$ cat config.mk
export PLATFORM = sky130hd
export DESIGN_NAME = svpd_queue
export DESIGN_NICKNAME = d
export VERILOG_FILES = /design/src/rtl/svpd_pkg.sv /design/src/rtl/svpd_queue.sv
export SDC_FILE = /design/constraint.sdc
export NUM_CORES = 1
export LEC_CHECK = 0
export ABC_AREA = 1
export BUFFER_PORTS_ARGS = -buffer_cell sky130_fd_sc_hd__buf_4
export CORE_MARGIN = 3
export CORE_UTILIZATION = 60
export CTS_CLUSTER_SIZE = 28
export DETAILED_ROUTE_END_ITERATION = 12
export PLACE_DENSITY_LB_ADDON = 0.12
export SKIP_CTS_REPAIR_TIMING = 1
export SLEW_MARGIN = 20
export SYNTH_ARGS = -nofsm -noshare
export SYNTH_HDL_FRONTEND = slang
export SYNTH_SLANG_ARGS = --single-unit
$ cat constraint.sdc
create_clock -name clk -period 6.1 [get_ports clk]
set_clock_uncertainty 0.1 [all_clocks]
set_input_delay 1.22 -clock clk [delete_from_list [all_inputs] [get_ports clk]]
set_output_delay 1.22 -clock clk [all_outputs]
set_load 0.1 [all_outputs]
$ cat src/rtl/svpd_pkg.sv
`timescale 1ns / 1ps
package svpd_pkg;

	localparam int NUM_W = 47;
	localparam logic [15:0] DCV_RESET = 16'd6144;
	localparam logic [15:0] SQRT3_Q15 = 16'd56756;
	localparam longint unsigned PI_Q30 = 64'd3373259426;

	// zero-based sector codes; the reported sector is code + 1
	localparam logic [2:0] SEC_1 = 3'd0;
	localparam logic [2:0] SEC_2 = 3'd1;
	localparam logic [2:0] SEC_3 = 3'd2;
	localparam logic [2:0] SEC_4 = 3'd3;
	localparam logic [2:0] SEC_5 = 3'd4;
	localparam logic [2:0] SEC_6 = 3'd5;

	typedef struct packed {
		logic [2:0]       sec;
		logic [NUM_W-1:0] num_ts;
		logic [NUM_W-1:0] num_1;
		logic [NUM_W-1:0] num_2;
	} job_t;

	// floored quotient by long division; only used to build constant tables
	function automatic longint unsigned udiv64(input longint unsigned num,
			input longint unsigned dvs);
		longint unsigned q;
		longint unsigned r;
		q = '0;
		r = '0;
		for (int b = 63; b >= 0; b--) begin
			r = {r[62:0], num[b]};
			if (r >= dvs) begin
				r = r - dvs;
				q[b] = 1'b1;
			end
		end
		return q;
	endfunction

	// Q15 sine of k/2^bits of sixty degrees, Q30 Taylor series of seven terms
	function automatic logic [15:0] sine_q15(input int unsigned bits, input int unsigned k);
		longint unsigned x;
		longint unsigned term;
		longint sum;
		longint unsigned den;
		x = udiv64(PI_Q30 * longint'(k), 64'd3 << bits);
		term = x;
		sum = longint'(x);
		for (int i = 1; i <= 6; i++) begin
			term = (term * x) >> 30;
			term = (term * x) >> 30;
			den = longint'((2 * i) * (2 * i + 1));
			term = udiv64(term, den);
			if ((i & 1) == 1) begin
				sum = sum - longint'(term);
			end else begin
				sum = sum + longint'(term);
			end
		end
		if (sum < 0) begin
			sum = 0;
		end
		return 16'((longint'(sum) + 64'd16384) >> 15);
	endfunction

endpackage

$ cat src/rtl/svpd_queue.sv
`timescale 1ns / 1ps
module svpd_queue import svpd_pkg::*; (
	input  logic clk,
	input  logic arst_n,
	input  logic push,
	input  job_t wr_job,
	output logic ready,
	input  logic pop,
	output logic valid,
	output job_t rd_job
);
	job_t       mem_q [4];
	logic [1:0] wr_q, rd_q;
	logic [2:0] cnt_q;

	assign ready  = cnt_q != 3'd4;
	assign valid  = cnt_q != 3'd0;
	assign rd_job = mem_q[rd_q];

	always_ff @(posedge clk or negedge arst_n) begin
		if (!arst_n) begin
			wr_q  <= 2'd0;
			rd_q  <= 2'd0;
			cnt_q <= 3'd0;
		end else begin
			if (push) wr_q <= wr_q + 2'd1;
			if (pop)  rd_q <= rd_q + 2'd1;
			cnt_q <= cnt_q + 3'(push) - 3'(pop);
		end
	end

	always_ff @(posedge clk) begin
		if (push) mem_q[wr_q] <= wr_job;
	end
endmodule

Yosys cells after proc, flatten, opt, wreduce, memory -nomap -nowiden
Memories as Yosys holds them, arrays and structs flattened.
Cells that the tools add are included.
{ "word_totals": {"reg_bits": 7, "ramBits": 576, "inputBits": 148, "n_memories": 1} }
{ "memory_table": {"columns": ["memory", "words", "width", "read_ports", "rd_clocked_by_memory_dff", "write_ports", "line_no", "rtl"], "rows": [
  ["mem_q", 4, 144, 1, 0, 1, "svpd_queue.sv:12", "job_t mem_q [4];"]
]} }
{ "classes": {"addsub": 4, "eq_ne": 1, "mux": 2, "reduce_logical": 1} }
{ "ops": {"columns": ["op", "n"], "rows": [
  ["$add A2 B1 Y2 const B", 2],
  ["$add A3 B1 Y3", 1],
  ["$ne A3 B3 Y1 const B", 1],
  ["$reduce_bool A3 Y1", 1],
  ["$sub A3 B1 Y3", 1],
  ["$mux W1", 2]
]} }

Depth between registers and ports, before layout
Gate-level depths: netlist (run 1).
{ "depth": {"depth_word": 2, "depth_mapped": 9, "ltp_nobuf": 9} }

Least setup slack after synthesis (run 1)
Ideal clock, no wire load.
{ "synth_path": {"path_kind": "input to register", "start": "input push", "end": "memory mem_q[0][0] (netlist bit) (enable)", "setup_ps": 497, "arrival_time_ps": 4296, "t_required_ps": 5503, "slack_ps": 1207, "path_stages": 3, "path_buffers": 1, "cell_sequence": "clkbuf_1 > nand2_1 > inv_1"} }
{ "synth_between": {"elab_chain_cells": 2} }
{ "synth_lines": {"columns": ["item", "line_no", "rtl"], "rows": [
  ["start: declaration", "svpd_queue.sv:5", "input logic push,"],
  ["$mux W1", "svpd_queue.sv:33", "if (push) mem_q[wr_q] <= wr_job;"],
  ["$mux W1 (not written as such)", "svpd_queue.sv:33", null],
  ["end: declaration", "svpd_queue.sv:12", null]
]} }
Every way passes these cells.

==> flow_summary.toml, run 1 <==
[worst_setup_path]
crit_type = "reg2out"
cp.arrival_ns = 3.32
worst_setup_path_end_kind = "output pin"
critPathRequiredTime_ns = 4.78
crit_chain = "inv_8, buf_4, nand2_1, nand3_1, nand2_1, buf_4"
slowest_delay_ns = 0.76
critPathMaxFanout = 148
startpoint_type = "flip-flop"
r2r_setup_slack_ns = 3.45
crit_slowest_cell = "dfrtp_4"

[yosys]
yosys_most_used_dff = "edfxtp_1"
synthCells = 2302
async_flop_share = 0.01201
ys_ff_latch = 583
synth_area_per_cell_sq_um = 10.66
post-synth-top-count-cell = "nand2_1"
syn_area_sq_um = 24540
synth_nets = 2457
synth.distinct_cells = 16
synth_top_area_frac = 0.7049
yosys.area.top_type = "edfxtp_1"
synth_common_cells = "731 x nand2_1, 589 x inv_1, 576 x edfxtp_1"
synth.area.top_cells = "edfxtp_1 70%, nand2_1 11%, inv_1 9.0%, nand3_1 5.9%, buf_2 1.2%"
synth_edf_count = 576
seq_area_frac_synth = 0.7120
ys.warnings.count = 0

[drt]
firstDrtPassIters = 5
ant_nets = 0
viasPerCell = 5.013
wirelength_met1_mm = 19.61
route.met3.wl_mm = 3.896
top_layer = "met5"
drt_iter0_markers = 1086
drc = 0
dr_total_vias = 15760
wire_per_inst_microns = 16.58
wl_met2_mm = 26.81
drt_wl_total_mm = 52.10

[layout]
multiInputGateArea_sq_um = 4327
drive_above_1_share = 0.1466
finalNetCount = 2727
area_growth_pct = 17.22
fillerInstances = 2780
regArea_sq_um = 17480

[floorplanning]
core_sq_um = 40100
rows = 73
die_y_microns = 208.2
die_w_microns = 208.2
ios = 294
start_util = 0.6120
die_area_sq_um = 43360

[timing]
min_period_ns = 4.640
worst_pin_slew_ns = 1.065
slew_violations = 0
max_freq_mhz = 215.5
setup_viol = 0
fin_crit_sh = 0.7606
slew_headroom = 0.2898
rsz0062_at_grt = "false"
tns_ns = 0
finalHoldViolations = 0

[cts]
tritoncts.num_buffers = 56
path_clk_slew_ns = 0.06
cts_buffer_depth = 3
cts_tree = "built"
htree_levels = 2
clock-sinks = 583
cts_root_buf = "clkbuf_16"
clk_latency_ns = 0.58

[global_route]
grt_pass1_wl_mm = 81.81
grt_max_degree = 161
globalRoute.totalOverflow = 0
grt_usage = 0.2394
grt_pass1_vias = 15700
antenna_found_initial = 8

[placed_design]
hpwl_mm = 29.74
place.gp.congestion = 0.7853
port_buffers = 293

[hold_path]
hp-class = "in2async"

[run_status]
outcome = "complete, no violations"

[job]
maxCapViolations = 0
==> final cells by class <==
| cell class | instances | share of cell area |
|---|---|---|
| flip-flops and latches | 583 | 0.6077 |
| multi-input cells | 1033 | 0.1504 |
| repair buffers | 307 | 0.08230 |
| inverters | 591 | 0.07816 |
| clock buffers | 74 | 0.05181 |
| well taps | 525 | 0.02284 |
| clock inverters | 24 | 0.006307 |
| diodes | 6 | 0.0005220 |
==> registers in the layout, indices dropped and copies added (netlist names) <==
| signal | flops |
|---|---|
| rd_q | 2 |
| wr_q | 2 |
| mem_q | 576 |
| cnt_q | 3 |
==> metal layers <==
metal | vias up | global-route usage
met5 | - | 0
met4 | 6 | 0.09974
met3 | 120 | 0.05293
met2 | 471 | 0.4210
met1 | 7451 | 0.2867
li1 | 7708 | -
==> per-stage QoR <==
step                std cells  instance area, sq um  hold WS (ns)  setup WS [ns]    util
floorplan                2302                 24540        0.3915          1.207       -
global placement         3039                 27080        0.4129          2.187  0.6753
detailed placement       3039                 27080        0.4261          2.126  0.6753
CTS                      3137                 28750        0.3037          1.479  0.7170
global route             3142                 28760        0.3148          1.252  0.7173
finish                   3143                 28770        0.3376          1.460  0.7174
==> cell usage in the layout (no fill, tap or decap), types with 6 or more instances in the layout <==
| cell | Yosys | routed |
|---|---|---|
| clkbuf_1 | 22 | 17 |
| edfxtp_1 | 576 | 576 |
| nand2_1 | 731 | 731 |
| ha_1 | 6 | 6 |
| clkbuf_16 | 0 | 57 |
| inv_1 | 589 | 585 |
| nand3_1 | 291 | 291 |
| buf_4 | 2 | 302 |
| clkinv_1 | 0 | 13 |
| diode_2 | 0 | 6 |
| clkinv_2 | 0 | 7 |
==> worst paths after layout <==
path,startpoint,depth (start not counted),endpoint
max in group asynchronous,arst_n,1,rd_q[1]
min in group clk,wr_q[0],1,wr_q[0]
hold / removal,arst_n,1,wr_q[1]
setup reg to reg,wr_q[0],5,mem_q[2][73]
hold reg to reg,wr_q[0],1,wr_q[0]
setup / recovery,rd_q[0],6,rd_job[90]
==> worst max-delay path, delay by kind of cell, from the launching register on <==
family,cells,cell delay (ns)
and+or+nand+nor,3,0.29
DFF,1,0.76
buffers and inverters,3,1.54
==> cells by family after synthesis <==
| logic type | after synthesis | synth area share |
|---|---|---|
| buf+inv | 686 | 0.1117 |
| fa+ha+maj | 7 | 0.003875 |
| flops | 583 | 0.7120 |
| xor+xnor | 3 | 0.001071 |
| simple gates | 1022 | 0.1712 |
| compound gates | 1 | 0.0002038 |
Power of run 1 is left out: the tool's default activity adds up to more than one toggle a clock period on the data nets, which glitch-free logic cannot reach.
==> run 2: changes to the inputs <==
--- a/config.mk
+++ b/config.mk
@@ -8,7 +8,7 @@
 export ABC_AREA = 1
 export BUFFER_PORTS_ARGS = -buffer_cell sky130_fd_sc_hd__buf_4
 export CORE_MARGIN = 3
-export CORE_UTILIZATION = 60
+export CORE_UTILIZATION = 53
 export CTS_CLUSTER_SIZE = 28
 export DETAILED_ROUTE_END_ITERATION = 12
 export PLACE_DENSITY_LB_ADDON = 0.12
==> constraint.sdc (replaced) <==
create_clock -name clk -period 4.2 [get_ports clk]
set_clock_uncertainty 0.1 [all_clocks]
set_input_delay 0.84 -clock clk [delete_from_list [all_inputs] [get_ports clk]]
set_output_delay 0.84 -clock clk [all_outputs]
set_load 0.1 [all_outputs]
==> run 2 against run 1 <==
  * Design area grew 1.6%
  * Clock-buffer cell count unchanged
  * Cell count up 2.8%
  * Critical path type unchanged
  * Wire length rose by 1.2%
  * Largest cell class unchanged
  * Critical path depth is the same
==> flow_summary.toml, run 2 (same netlist as run 1, synthesis figures left out) <==
[worst_setup_path]
rr_worst_depth = 5
reg2reg_from = "wr_q[0]"
r2r_setup_slack_ns = 1.61
rr_endpoint = "mem_q[0][76]"
cp.arrival_ns = 2.64
startpoint_type = "flip-flop"
endpoint = "rd_job[2]"
critPathRequiredTime_ns = 3.26
cp-startpoint = "rd_q[0]"
crit_type = "reg2out"
worst_setup_path_end_kind = "output pin"
critPathMaxFanout = 104

[timing]
max_freq_mhz = 279.4
tns_ns = 0
worst_pin_slew_ns = 1.014
finalHoldViolations = 0
slew_headroom = 0.3225
min_period_ns = 3.578
setup_viol = 0
rsz0062_at_grt = "false"
slew_violations = 0
fin_crit_sh = 0.8520

[drt]
viasPerCell = 4.807
ant_nets = 0
drt_wl_total_mm = 52.73
drc = 0
dr_total_vias = 15530
wire_per_inst_microns = 16.32
drt_iter0_markers = 1149
firstDrtPassIters = 5

[global_route]
grt_pass1_vias = 15330
grt_max_degree = 151
globalRoute.totalOverflow = 0
antenna_found_initial = 4
grt_pass1_wl_mm = 82.97
grt_usage = 0.2147

[floorplanning]
die_y_microns = 221.2
ios = 294
core_sq_um = 45580
die_w_microns = 221.2
die_area_sq_um = 48920
rows = 78
start_util = 0.5384

[layout]
multiInputGateArea_sq_um = 4327
drive_above_1_share = 0.1529
top_register = "mem_q"
fillerInstances = 3509
finalNetCount = 2738
layout_common_cells = "731 x nand2_1, 585 x inv_1, 576 x edfxtp_1"
reg.largest.list = "mem_q x576, cnt_q x3"
largest_register_ffs = 576
area_growth_pct = 19.12
final_common_cell = "nand2_1"
regArea_sq_um = 17480

[cts]
cts_buffer_depth = 3
htree_levels = 2
tritoncts.num_buffers = 58
clock-sinks = 583
clk_latency_ns = 0.59
cts_root_buf = "clkbuf_16"
cts_tree = "built"
path_clk_slew_ns = 0.06

[placed_design]
place.gp.congestion = 0.7552
port_buffers = 293
hpwl_mm = 30.94

[hold_path]
hp-class = "in2reg"

[job]
maxCapViolations = 0

[run_status]
outcome = "complete, no violations"
-- run 2: cell types whose count changed in the layout (fill, tap and decap cells not counted), sizes merged, moves of 2 or more --
cell / delta
buf: +8
clkinvlp: +7
diode: -5
bufinv: +3
inv: -2
-- run 2: worst max-delay path, cell delays in order (launching register included) --
cell	delay [ns]
dfrtp_4	0.53
inv_8	0.44
buf_12	0.36
nand2_1	0.10
nand3_1	0.08
nand2_1	0.11
buf_4	0.26
-- run 2: cell type report --
cell class / instances / share of cell area
flip-flops and latches: 583 / 0.5980
repair buffers: 316 / 0.08809
multi-input cells: 1033 / 0.1480
clock buffers: 74 / 0.05244
clock inverters: 33 / 0.01096
well taps: 600 / 0.02568
inverters: 591 / 0.07675
diodes: 1 / 0.00008561
-- run 2: worst min-delay path by stage --
stage,to,start,cells after the start,slack (ns)
2_1_floorplan,wr_q[0],wr_q[0],1,0.39
3_3_place_gp,wr_q[0],wr_q[0],1,0.42
3_5_place_dp,wr_q[0],wr_q[0],1,0.44
4_1_cts,wr_q[0],arst_n,1,-0.09
5_1_grt,mem_q[0][46],wr_job[46],1,0.30
6_report,mem_q[0][128],wr_job[128],1,0.33
-- run 2: metal layers --
| layer | vias to the layer above | GRT usage | part of all wire |
|---|---|---|---|
| li1 | 7742 | - | - |
| met1 | 7360 | 0.2647 | 0.40 |
| met2 | 343 | 0.3806 | 0.51 |
| met3 | 82 | 0.04656 | 0.061 |
| met4 | 6 | 0.06585 | 0.023 |
| met5 | - | 0 | 0.00076 |
-- run 2: stage by stage --
step	util	worst slack [ns]	hold slack [ns]	cell area (sq um)	std cells
final	0.6414	0.6215	0.3316	29230	3231
after global routing	0.6414	0.5162	0.3034	29230	3231
after CTS	0.6411	0.5965	-0.08852	29220	3229
after detailed placement	0.6004	1.252	0.4392	27370	3122
after global placement	0.6004	1.276	0.4186	27370	3122
after floorplan	-	0.4729	0.3915	24550	2302
Power of run 2 is left out for the same reason.
